`src/csvt_pkg.sv`:
```
// ----------------------------------------------------------------------------
// csvt_pkg
// Types, codes and reset values shared by the CSV field tokenizer.
// ----------------------------------------------------------------------------
`default_nettype none

package csvt_pkg;

	localparam int MASK_COLUMNS_DEF = 64;
	localparam int COLUMN_WIDTH_DEF = 16;
	localparam int CFG_DATA_W       = 64;
	localparam int CFG_INDEX_W      = 3;
	localparam int OUTQ_DEPTH       = 4;

	// Configuration register indexes
	localparam logic [CFG_INDEX_W-1:0] CFG_FIELD_SEP     = 3'd0;
	localparam logic [CFG_INDEX_W-1:0] CFG_QUOTE_CHAR    = 3'd1;
	localparam logic [CFG_INDEX_W-1:0] CFG_RECORD_SEP    = 3'd2;
	localparam logic [CFG_INDEX_W-1:0] CFG_AUTO_NEWLINE  = 3'd3;
	localparam logic [CFG_INDEX_W-1:0] CFG_SELECT_ENABLE = 3'd4;
	localparam logic [CFG_INDEX_W-1:0] CFG_SELECT_MASK   = 3'd5;
	localparam logic [CFG_INDEX_W-1:0] CFG_KEEP_BEYOND   = 3'd6;

	// Register reset values
	localparam logic [7:0] FIELD_SEP_RST  = 8'd44;
	localparam logic [7:0] QUOTE_CHAR_RST = 8'd34;
	localparam logic [7:0] RECORD_SEP_RST = 8'd10;

	localparam logic [7:0] BYTE_LF  = 8'd10;
	localparam logic [7:0] BYTE_CR  = 8'd13;
	localparam logic [7:0] BYTE_NUL = 8'd0;

	// Input kinds
	localparam logic KIND_DATA = 1'b0;
	localparam logic KIND_EOI  = 1'b1;

	// Result kinds
	localparam logic OUT_CONTENT   = 1'b0;
	localparam logic OUT_FIELD_END = 1'b1;

	// Field terminators
	localparam logic [1:0] TERM_SEP = 2'd0;
	localparam logic [1:0] TERM_REC = 2'd1;
	localparam logic [1:0] TERM_EOI = 2'd2;

	typedef enum logic [2:0] {
		QM_UNQ     = 3'b001,
		QM_QUOTED  = 3'b010,
		QM_PENDING = 3'b100
	} qm_t;

	typedef struct packed {
		logic [7:0] field_sep;
		logic [7:0] quote_char;
		logic [7:0] record_sep;
		logic       auto_newline;
		logic       select_enable;
		logic       keep_beyond;
	} cfg_t;

	// One result without its column tag
	typedef struct packed {
		logic       okind;
		logic [7:0] obyte;
		logic [1:0] term;
	} item_t;

	localparam item_t CR_ITEM = '{okind: OUT_CONTENT, obyte: BYTE_CR, term: TERM_SEP};

endpackage

`default_nettype wire

```
`src/csvt_outq.sv`:
```
// ----------------------------------------------------------------------------
// csvt_outq
// Result queue: takes up to two entries per cycle, gives one per cycle.
// ----------------------------------------------------------------------------
`default_nettype none

module csvt_outq
	import csvt_pkg::*;
#(
	parameter int W     = 8,
	parameter int DEPTH = OUTQ_DEPTH
) (
	input  wire logic         clk,
	input  wire logic         arst_n,
	input  wire logic [1:0]   push_n,
	input  wire logic [W-1:0] d0,
	input  wire logic [W-1:0] d1,
	output logic              room,
	output logic              valid,
	input  wire logic         pop,
	output logic [W-1:0]      head
);

	localparam int PW = $clog2(DEPTH);
	localparam int CW = $clog2(DEPTH + 1);

	logic [W-1:0]  mem_q [DEPTH];
	logic [PW-1:0] wr_q;
	logic [PW-1:0] rd_q;
	logic [CW-1:0] cnt_q;

	always_ff @(posedge clk) begin
		if (push_n != 2'd0) begin
			mem_q[wr_q] <= d0;
		end
		if (push_n == 2'd2) begin
			mem_q[wr_q + PW'(1)] <= d1;
		end
	end

	always_ff @(posedge clk or negedge arst_n) begin
		if (!arst_n) begin
			wr_q  <= '0;
			rd_q  <= '0;
			cnt_q <= '0;
		end else begin
			wr_q  <= wr_q + PW'(push_n);
			rd_q  <= rd_q + PW'(pop);
			cnt_q <= cnt_q + CW'(push_n) - CW'(pop);
		end
	end

	assign room  = (cnt_q <= CW'(DEPTH - 2));
	assign valid = (cnt_q != '0);
	assign head  = mem_q[rd_q];

endmodule

`default_nettype wire

```
`src/csvt_step.sv`:
```
// ----------------------------------------------------------------------------
// csvt_step
// Quote tracking, CR hold, column count and selection for one input byte.
// ----------------------------------------------------------------------------
`default_nettype none

module csvt_step
	import csvt_pkg::*;
#(
	parameter int MASK_COLUMNS = MASK_COLUMNS_DEF,
	parameter int COLUMN_WIDTH = COLUMN_WIDTH_DEF
) (
	input  wire logic                    clk,
	input  wire logic                    arst_n,
	input  wire logic                    advance,
	input  wire logic                    kind,
	input  wire logic [7:0]              c,
	input  wire cfg_t                    cfg,
	input  wire logic [MASK_COLUMNS-1:0] mask,
	output logic [1:0]                   res_n,
	output item_t                        r0,
	output item_t                        r1,
	output logic [COLUMN_WIDTH-1:0]      column,
	output logic                         selected
);

	localparam int IDXW = $clog2(MASK_COLUMNS);

	qm_t                     qm_q, qm_d;
	logic                    held_q, held_d;
	logic [COLUMN_WIDTH-1:0] col_q, col_d;

	logic                    rec;
	logic                    nul_drop;
	logic                    cont;
	logic                    cr_emit;
	logic                    main_v;
	item_t                   main;
	logic                    in_mask;
	logic [MASK_COLUMNS-1:0] shifted;

	always_comb begin
		rec      = cfg.auto_newline ? (c == BYTE_LF) : (c == cfg.record_sep);
		nul_drop = (c == BYTE_NUL) && (cfg.field_sep != BYTE_NUL)
			&& (cfg.auto_newline || (cfg.record_sep != BYTE_NUL));
		cont     = 1'b0;
		cr_emit  = 1'b0;
		main_v   = 1'b0;
		main     = '{okind: OUT_CONTENT, obyte: c, term: TERM_SEP};
		qm_d     = qm_q;
		held_d   = held_q;
		col_d    = col_q;
		priority if (kind == KIND_EOI) begin
			cr_emit = held_q;
			held_d  = 1'b0;
			main_v  = 1'b1;
			main    = '{okind: OUT_FIELD_END, obyte: BYTE_NUL, term: TERM_EOI};
			qm_d    = QM_UNQ;
			col_d   = '0;
		end else if (nul_drop) begin
			qm_d = qm_q;
		end else if (qm_q == QM_QUOTED) begin
			if (c == cfg.quote_char) begin
				qm_d = QM_PENDING;
			end else begin
				cont = 1'b1;
			end
		end else if ((qm_q == QM_PENDING) && (c == cfg.quote_char)) begin
			// doubled quote: one literal quote
			qm_d = QM_QUOTED;
			cont = 1'b1;
		end else begin
			qm_d = QM_UNQ;
			if (rec || (c == cfg.field_sep)) begin
				// LF after CR in auto-newline mode drops the CR
				cr_emit = held_q && !(rec && cfg.auto_newline);
				held_d  = 1'b0;
				main_v  = 1'b1;
				main    = '{okind: OUT_FIELD_END, obyte: BYTE_NUL,
					term: rec ? TERM_REC : TERM_SEP};
				if (rec) begin
					col_d = '0;
				end else if (col_q != '1) begin
					col_d = col_q + COLUMN_WIDTH'(1);
				end
			end else if (c == cfg.quote_char) begin
				qm_d = QM_QUOTED;
			end else begin
				cont = 1'b1;
			end
		end
		if (cont) begin
			cr_emit = held_q;
			if (cfg.auto_newline && (c == BYTE_CR)) begin
				held_d = 1'b1;
			end else begin
				held_d = 1'b0;
				main_v = 1'b1;
			end
		end
	end

	assign res_n = {1'b0, cr_emit} + {1'b0, main_v};
	assign r0    = cr_emit ? CR_ITEM : main;
	assign r1    = main;

	// Column selection; a column is beyond the mask when no mask bit sits at or above it
	always_comb begin
		in_mask  = (col_q < COLUMN_WIDTH'(MASK_COLUMNS));
		shifted  = mask >> col_q[IDXW-1:0];
		if (!cfg.select_enable) begin
			selected = 1'b1;
		end else if (in_mask) begin
			selected = shifted[0] || (cfg.keep_beyond && (shifted == '0));
		end else begin
			selected = cfg.keep_beyond;
		end
	end

	assign column = col_q;

	always_ff @(posedge clk or negedge arst_n) begin
		if (!arst_n) begin
			qm_q   <= QM_UNQ;
			held_q <= 1'b0;
			col_q  <= '0;
		end else if (advance) begin
			qm_q   <= qm_d;
			held_q <= held_d;
			col_q  <= col_d;
		end
	end

endmodule

`default_nettype wire

```
`src/csv_field_tokenizer.sv`:
```
// ----------------------------------------------------------------------------
// csv_field_tokenizer
// Streaming CSV field splitter with quoting, CRLF handling and column select.
// ----------------------------------------------------------------------------
// Usage:
//   Input channel (in_valid / in_stall, kind, in_byte) carries one byte or an
//   end-of-input mark per transaction. Output channel (out_valid / out_stall)
//   carries content bytes and field-end marks tagged with column, selected,
//   terminator and last. Each input transaction yields zero, one or two
//   output transactions; last marks the final one.
//   Path: the results of an accepted byte pass the input register, then the
//   result queue, before they show on the output.
//   Throughput: one input transaction per cycle while every byte gives at
//   most one result and out_stall stays low; a byte that also flushes a held
//   CR gives two results and the single-entry-per-cycle output port sets the
//   pace.
//   Stall: a four-entry result queue sits between the step logic and the
//   output port; the input stalls while it has fewer than two free entries.
//   Reset (arst_n low): registers return to their defaults, quoting ends, no
//   CR is held, column goes to zero and the queue empties.
//   Configuration writes (cfg_we, cfg_index, cfg_data) are meant for idle
//   periods; indexes beyond the register list are ignored.
// ----------------------------------------------------------------------------
`default_nettype none

module csv_field_tokenizer
	import csvt_pkg::*;
#(
	parameter int MASK_COLUMNS = MASK_COLUMNS_DEF,
	parameter int COLUMN_WIDTH = COLUMN_WIDTH_DEF
) (
	input  wire logic                   clk,
	input  wire logic                   arst_n,
	input  wire logic                   cfg_we,
	input  wire logic [CFG_INDEX_W-1:0] cfg_index,
	input  wire logic [CFG_DATA_W-1:0]  cfg_data,
	input  wire logic                   in_valid,
	output logic                        in_stall,
	input  wire logic                   kind,
	input  wire logic [7:0]             in_byte,
	output logic                        out_valid,
	input  wire logic                   out_stall,
	output logic                        out_kind,
	output logic [7:0]                  out_byte,
	output logic [COLUMN_WIDTH-1:0]     column,
	output logic                        selected,
	output logic [1:0]                  terminator,
	output logic                        last
);

	// queue entry: item, selected, last, column
	localparam int QW = $bits(item_t) + 2 + COLUMN_WIDTH;

	cfg_t                    cfg_q;
	logic [MASK_COLUMNS-1:0] mask_q;

	logic                    valid_s1;
	logic                    kind_s1;
	logic [7:0]              byte_s1;

	logic                    advance;
	logic                    room;
	logic [1:0]              res_n;
	logic [1:0]              push_n;
	item_t                   r0;
	item_t                   r1;
	logic [COLUMN_WIDTH-1:0] step_col;
	logic                    step_sel;
	logic [QW-1:0]           d0;
	logic [QW-1:0]           d1;
	logic [QW-1:0]           head;
	item_t                   head_item;

	// Configuration registers
	always_ff @(posedge clk or negedge arst_n) begin
		if (!arst_n) begin
			cfg_q.field_sep     <= FIELD_SEP_RST;
			cfg_q.quote_char    <= QUOTE_CHAR_RST;
			cfg_q.record_sep    <= RECORD_SEP_RST;
			cfg_q.auto_newline  <= 1'b1;
			cfg_q.select_enable <= 1'b0;
			cfg_q.keep_beyond   <= 1'b0;
			mask_q              <= '0;
		end else if (cfg_we) begin
			unique case (cfg_index)
				CFG_FIELD_SEP:     cfg_q.field_sep     <= cfg_data[7:0];
				CFG_QUOTE_CHAR:    cfg_q.quote_char    <= cfg_data[7:0];
				CFG_RECORD_SEP:    cfg_q.record_sep    <= cfg_data[7:0];
				CFG_AUTO_NEWLINE:  cfg_q.auto_newline  <= cfg_data[0];
				CFG_SELECT_ENABLE: cfg_q.select_enable <= cfg_data[0];
				CFG_SELECT_MASK:   mask_q              <= cfg_data[MASK_COLUMNS-1:0];
				CFG_KEEP_BEYOND:   cfg_q.keep_beyond   <= cfg_data[0];
				default: begin
					// unused index: drop the write
				end
			endcase
		end
	end

	// Advance the held item whenever the queue can take two more entries
	assign advance  = valid_s1 && room;
	assign in_stall = valid_s1 && !room;

	always_ff @(posedge clk or negedge arst_n) begin
		if (!arst_n) begin
			valid_s1 <= 1'b0;
		end else if (!in_stall) begin
			valid_s1 <= in_valid;
		end
	end

	// Input payload register; holds while stalled
	always_ff @(posedge clk) begin
		if (!in_stall) begin
			kind_s1 <= kind;
			byte_s1 <= in_byte;
		end
	end

	csvt_step #(
		.MASK_COLUMNS(MASK_COLUMNS),
		.COLUMN_WIDTH(COLUMN_WIDTH)
	) u_step (
		.clk      (clk),
		.arst_n   (arst_n),
		.advance  (advance),
		.kind     (kind_s1),
		.c        (byte_s1),
		.cfg      (cfg_q),
		.mask     (mask_q),
		.res_n    (res_n),
		.r0       (r0),
		.r1       (r1),
		.column   (step_col),
		.selected (step_sel)
	);

	// Both results of one byte share its column; last goes on the final one
	assign push_n = advance ? res_n : 2'd0;
	assign d0     = {r0, step_sel, (res_n == 2'd1), step_col};
	assign d1     = {r1, step_sel, 1'b1, step_col};

	csvt_outq #(
		.W     (QW),
		.DEPTH (OUTQ_DEPTH)
	) u_outq (
		.clk    (clk),
		.arst_n (arst_n),
		.push_n (push_n),
		.d0     (d0),
		.d1     (d1),
		.room   (room),
		.valid  (out_valid),
		.pop    (out_valid && !out_stall),
		.head   (head)
	);

	assign {head_item, selected, last, column} = head;
	assign out_kind   = head_item.okind;
	assign out_byte   = head_item.obyte;
	assign terminator = head_item.term;

endmodule

`default_nettype wire

```
`config.mk`:
```
export PLATFORM = sky130hd
export DESIGN_NAME = csv_field_tokenizer
export DESIGN_NICKNAME = d
export VERILOG_FILES = /design/src/csvt_pkg.sv /design/src/csvt_outq.sv /design/src/csvt_step.sv /design/src/csv_field_tokenizer.sv
export SDC_FILE = /design/constraint.sdc
export NUM_CORES = 1
export LEC_CHECK = 0
export BUFFER_PORTS_ARGS = -buffer_cell sky130_fd_sc_hd__buf_4
export CAP_MARGIN = 15
export CORE_MARGIN = 2
export CORE_UTILIZATION = 40
export CTS_BUF_LIST = sky130_fd_sc_hd__clkbuf_8
export DETAILED_ROUTE_END_ITERATION = 8
export GPL_ROUTABILITY_DRIVEN = 0
export SETUP_SLACK_MARGIN = 0.3
export SLEW_MARGIN = 25
export SYNTH_ARGS = -nofsm -noshare
export SYNTH_HDL_FRONTEND = slang
export SYNTH_SLANG_ARGS = --single-unit
```
`constraint.sdc`:
```
create_clock -name clk -period 6.5 [get_ports clk]
set_input_delay 0.325 -clock clk [delete_from_list [all_inputs] [get_ports clk]]
set_output_delay 0.325 -clock clk [all_outputs]
set_load 0.1 [all_outputs]
```
==> results.md <==
Status:
- The run finished with clean final reports.

Routing:
- For this block, the initial DRC count from the detailed router was 856.
- The routed length per placed instance is 18.7 um.
- In this run the remaining antenna-violating nets after routing total 0.
- In the routed design, unresolved DRC markers number 0.
- The final route contains 10400 vias.
- The via density per instance is approximately 5.6.
- The number of optimization iterations in the first detailed-route pass is 5.
- The wire length after detailed routing is approximately 35 mm.

Yosys:
- Synthesis produced a netlist with a net count of 1322.
- The unique cell type count in the Yosys netlist is 71.
- The proportion of synthesized flip-flops having asynchronous set or reset is 0.488.
- Of the post-synthesis cell area, the dominant cell type holds 0.262.
- A synthesized cell averages around 11 sq um.
- The combined area of all synthesized cells is 13900 sq um.
- Of all cell types, the one taking the most synthesized area is sky130_fd_sc_hd__edfxtp_1.
- Synthesis produced around 1200 cells.
- Yosys attributes the largest share of cell area to sky130_fd_sc_hd__edfxtp_1 26%, sky130_fd_sc_hd__dfrtp_1 20%, sky130_fd_sc_hd__mux2_2 8.1%.
- The proportion of synthesized chip area in sequential cells is 0.484.
- For this run, the number of Yosys warnings is 0.
- The count of flip-flops with a built-in enable after synthesis is 121.
- In the synthesized netlist the dominant register cell turns out to be sky130_fd_sc_hd__edfxtp_1.
- Counting flops and latches in the post-synthesis netlist gives around 240.

Placed design:
- Input and output buffers added on the ports amount to 111.
- The detailed placer's ending HPWL is roughly 24 mm.
- In this run the cell area measured after placement is 15000 sq um.

Worst setup path:
- In this design, the stage delay of the slowest critical-path cell is 700 ps.
- The cell family contributing the most delay on the critical path is buffers and inverters.
- The largest fanout on the critical path is 19.
- The worst register-to-register path begins at byte_s1[2].
- Counting buffers and inverters, the worst setup path is 15 cells deep.
- The internal reg-to-reg setup slack is about 1100 ps.
- STA classifies the critical path startpoint as a flip-flop.
- The most critical setup path has its startpoint at byte_s1[2].
- The number of buffers and inverters on the critical path is 4.
- The terminus of the critical flop-to-flop path is u_outq.mem_q[0][15].
- The critical path in this run is classified as reg -> reg.
- The worst setup path is captured at a flip-flop.
- The most critical setup path has its endpoint at u_outq.mem_q[0][15].
- The length in cells of the worst reg-to-reg path is 15.
- The endpoint arrival time on the critical path is ~5600 ps.
- Traced cell by cell, the critical path runs through xor2_1 > o31a_1 > o32ai_1 > nand4_1 > a22oi_1 > mux2i_1 > o21a_1 > ha_1 > inv_1 > nand2_1 > o32ai_1 > buf_4 > nand2_1 > inv_1 > buf_4.
- The cell with the largest stage delay on the worst path is sky130_fd_sc_hd__inv_1.
- Data on the critical path is required at its endpoint by 6740 ps.

Timing:
- For this run, the top clock speed supported by timing is 185 MHz.
- The final number of hold-violating endpoints was 0.
- The worst clock skew on the final layout is 35.1 ps.
- The summed negative setup slack over all endpoints is 0 ps.
- The normalized max-slew margin is 0.369.
- At the pin with the least slew margin, the transition time is 946 ps.
- The setup violation total in the final timing report is 0.
- The worst path needs 5400 ps of the cycle, external delays included.
- Of the available clock period, the critical path in the final layout requires 0.831.
- The count of final max-slew check failures is 0.
- Setup repair after global routing left no endpoint under its margin.

Clocking:
- The clock sink total is 244.
- The clock tree from TritonCTS is built.
- The H-tree was split into 2 levels.
- The number of cells upsized or downsized after cts is 0.
- The clock latency reported for the late side of the worst-skew pair is 580 ps.
- Once the clock tree was built, the setup fixing pass inserted 0 buffers.
- The count of hold buffers inserted by post-cts repair is 68.
- In this run the deepest clock path goes through 3 buffers.
- In this run the clock root is driven by a sky130_fd_sc_hd__clkbuf_8.
- The clock-pin transition on the worst setup and hold timing paths is 60 ps.
- The number of clock buffers inserted by TritonCTS is 43.

Floorplan:
- The starting density of the core is 0.403.
- The core box area is 34400 sq um.
- The die extent in x is about 190 um.
- The floorplan step set the die height to 190 um.
- The die footprint is 36200 sq um.
- The row count is between 60 and 70.
- 112 I/O pins were placed.

Global routing:
- The first-pass GRT wire length is 56.7 mm.
- The total congestion overflow after global routing is 0.
- The global routing usage summed across all routing layers is 0.197.
- The maximum number of pins on one net before global-route repair is 79.
- The number of global-route vias before repair is 10400.
- The number of antenna violations at the first check in global routing is 0.

Power:
- The largest voltage drop on the vdd net is 494 uV.
- In this run the power density over the cells is roughly 440 nW/um^2.
- The leakage power of the design is 6.35 nW.

Layout:
- The area growth from synthesis to layout is 18.8%.
- In the final layout, the share of cells above drive strength 1 is 0.246.
- The net count of the finished layout is 1470.
- Measured on the finished design, the core utilization comes to 0.479.
- The top cell types in the final layout, fill and taps aside, are 128 x sky130_fd_sc_hd__buf_4, 121 x sky130_fd_sc_hd__edfxtp_1, 107 x sky130_fd_sc_hd__dfrtp_1.
- The library cell used most frequently in the layout, excluding fill and tap cells, is sky130_fd_sc_hd__buf_4.
- The count of antenna diodes in the layout is 0.
- The final non-filler cell area is 16500 sq um.

Job:
- The count of maximum capacitance violations is 0.

Worst hold path:
- The worst hold path belongs to the class in -> reg.
[metrics by stage]
step           hold WS (ps)  total power, mW  worst slack (ps)  std cells
2_1_floorplan          29.4             5.14              1790       1235
3_3_place_gp            412             5.90              1370       1725
3_5_place_dp            411             5.93              1180       1725
4_1_cts                5.04             7.35              1150       1868
5_1_grt                10.3             7.72               689       1868
6_report               37.7             7.30              1100       1868
[flip-flops by register name, indices dropped and copies added, names as in the netlist]
register       count
u_step.held_q      1
u_outq.cnt_q       3
byte_s1            8
kind_s1            1
u_outq.rd_q        2
mask_q            64
u_outq.wr_q        2
cfg_q             27
u_step.qm_q        3
u_outq.mem_q     116
u_step.column     16
valid_s1           1
[area by class of cell]
cell class / instances / area [sq um]
clock inverters: 30 / 196
inverters: 26 / 97.6
flip-flops and latches: 244 / 6710
fillers: 3203 / 17900
repair buffers: 196 / 1640
well taps: 455 / 569
multi-input cells: 872 / 6640
clock buffers: 45 / 619
[routing by layer]
layer / GRT usage / wire length (um) / part of all wire / up-vias
met4: 0.0540 / 573 / 0.016 / 0
li1: - / - / - / 4952
met2: 0.316 / 16500 / 0.47 / 290
met1: 0.277 / 16200 / 0.46 / 5127
met3: 0.0314 / 1680 / 0.048 / 51
met5: 0 / 0 / 0 / -
[how the worst min path moves through the flow]
stage               cells past startpoint                 to   startpoint
finish                                  3           cfg_q[9]  cfg_data[6]
global route                            2          cfg_q[20]  cfg_data[1]
CTS                                     3           cfg_q[9]  cfg_data[6]
detailed placement                      1  u_step.column[15]       arst_n
global placement                        1  u_step.column[13]       arst_n
floorplan                               0           cfg_q[0]       arst_n
[synthesized netlist by cell type (9+ instances only)]
| cell type | number |
|---|---|
| sky130_fd_sc_hd__a211oi_1 | 9 |
| sky130_fd_sc_hd__o31ai_1 | 10 |
| sky130_fd_sc_hd__edfxtp_1 | 121 |
| sky130_fd_sc_hd__xor2_1 | 20 |
| sky130_fd_sc_hd__a2111oi_0 | 11 |
| sky130_fd_sc_hd__dfstp_2 | 9 |
| sky130_fd_sc_hd__and3_1 | 24 |
| sky130_fd_sc_hd__and2_1 | 42 |
| sky130_fd_sc_hd__nor2_1 | 80 |
| sky130_fd_sc_hd__nor4_1 | 16 |
| sky130_fd_sc_hd__o211ai_1 | 14 |
| sky130_fd_sc_hd__o22ai_1 | 10 |
| sky130_fd_sc_hd__clkbuf_1 | 56 |
| sky130_fd_sc_hd__a21oi_1 | 44 |
| sky130_fd_sc_hd__mux2_2 | 100 |
| sky130_fd_sc_hd__nand4_1 | 9 |
| sky130_fd_sc_hd__buf_2 | 21 |
| sky130_fd_sc_hd__o32ai_1 | 11 |
| sky130_fd_sc_hd__nand2b_1 | 17 |
| sky130_fd_sc_hd__mux2i_1 | 78 |
| sky130_fd_sc_hd__nor3_1 | 55 |
| sky130_fd_sc_hd__nor2b_1 | 19 |
| sky130_fd_sc_hd__inv_1 | 25 |
| sky130_fd_sc_hd__dfrtp_1 | 110 |
| sky130_fd_sc_hd__mux4_2 | 40 |
| sky130_fd_sc_hd__o21ai_0 | 50 |
| sky130_fd_sc_hd__nand3_1 | 18 |
| sky130_fd_sc_hd__nand2_1 | 93 |
[worst reg2reg max path, cell delays in order (launching register included)]
cell,delay [ps]
sky130_fd_sc_hd__edfxtp_1,520
sky130_fd_sc_hd__xor2_1,210
sky130_fd_sc_hd__o31a_1,250
sky130_fd_sc_hd__o32ai_1,190
sky130_fd_sc_hd__nand4_1,240
sky130_fd_sc_hd__a22oi_1,340
sky130_fd_sc_hd__mux2i_1,670
sky130_fd_sc_hd__o21a_1,190
sky130_fd_sc_hd__ha_1,310
sky130_fd_sc_hd__inv_1,170
sky130_fd_sc_hd__nand2_1,140
sky130_fd_sc_hd__o32ai_1,250
sky130_fd_sc_hd__buf_4,270
sky130_fd_sc_hd__nand2_1,270
sky130_fd_sc_hd__inv_1,710
sky130_fd_sc_hd__buf_4,360
[cell families (layout without fill, tap and decap cells)]
group	count (synthesis)	in the layout	share of synthesized area
compound gates	217	217	0.106
xor+xnor	27	27	0.0171
fa+ha+maj	6	6	0.00596
buf+inv	119	297	0.0379
flops	244	244	0.484
mux	218	218	0.203
simple gates	404	404	0.147
[where the power goes]
part / switching [mW] / internal, mW
Sequential: 0.462 / 1.98
Combinational: 2.29 / 1.21
Clock: 0.638 / 0.724
Power figures use the tool's default switching activity.
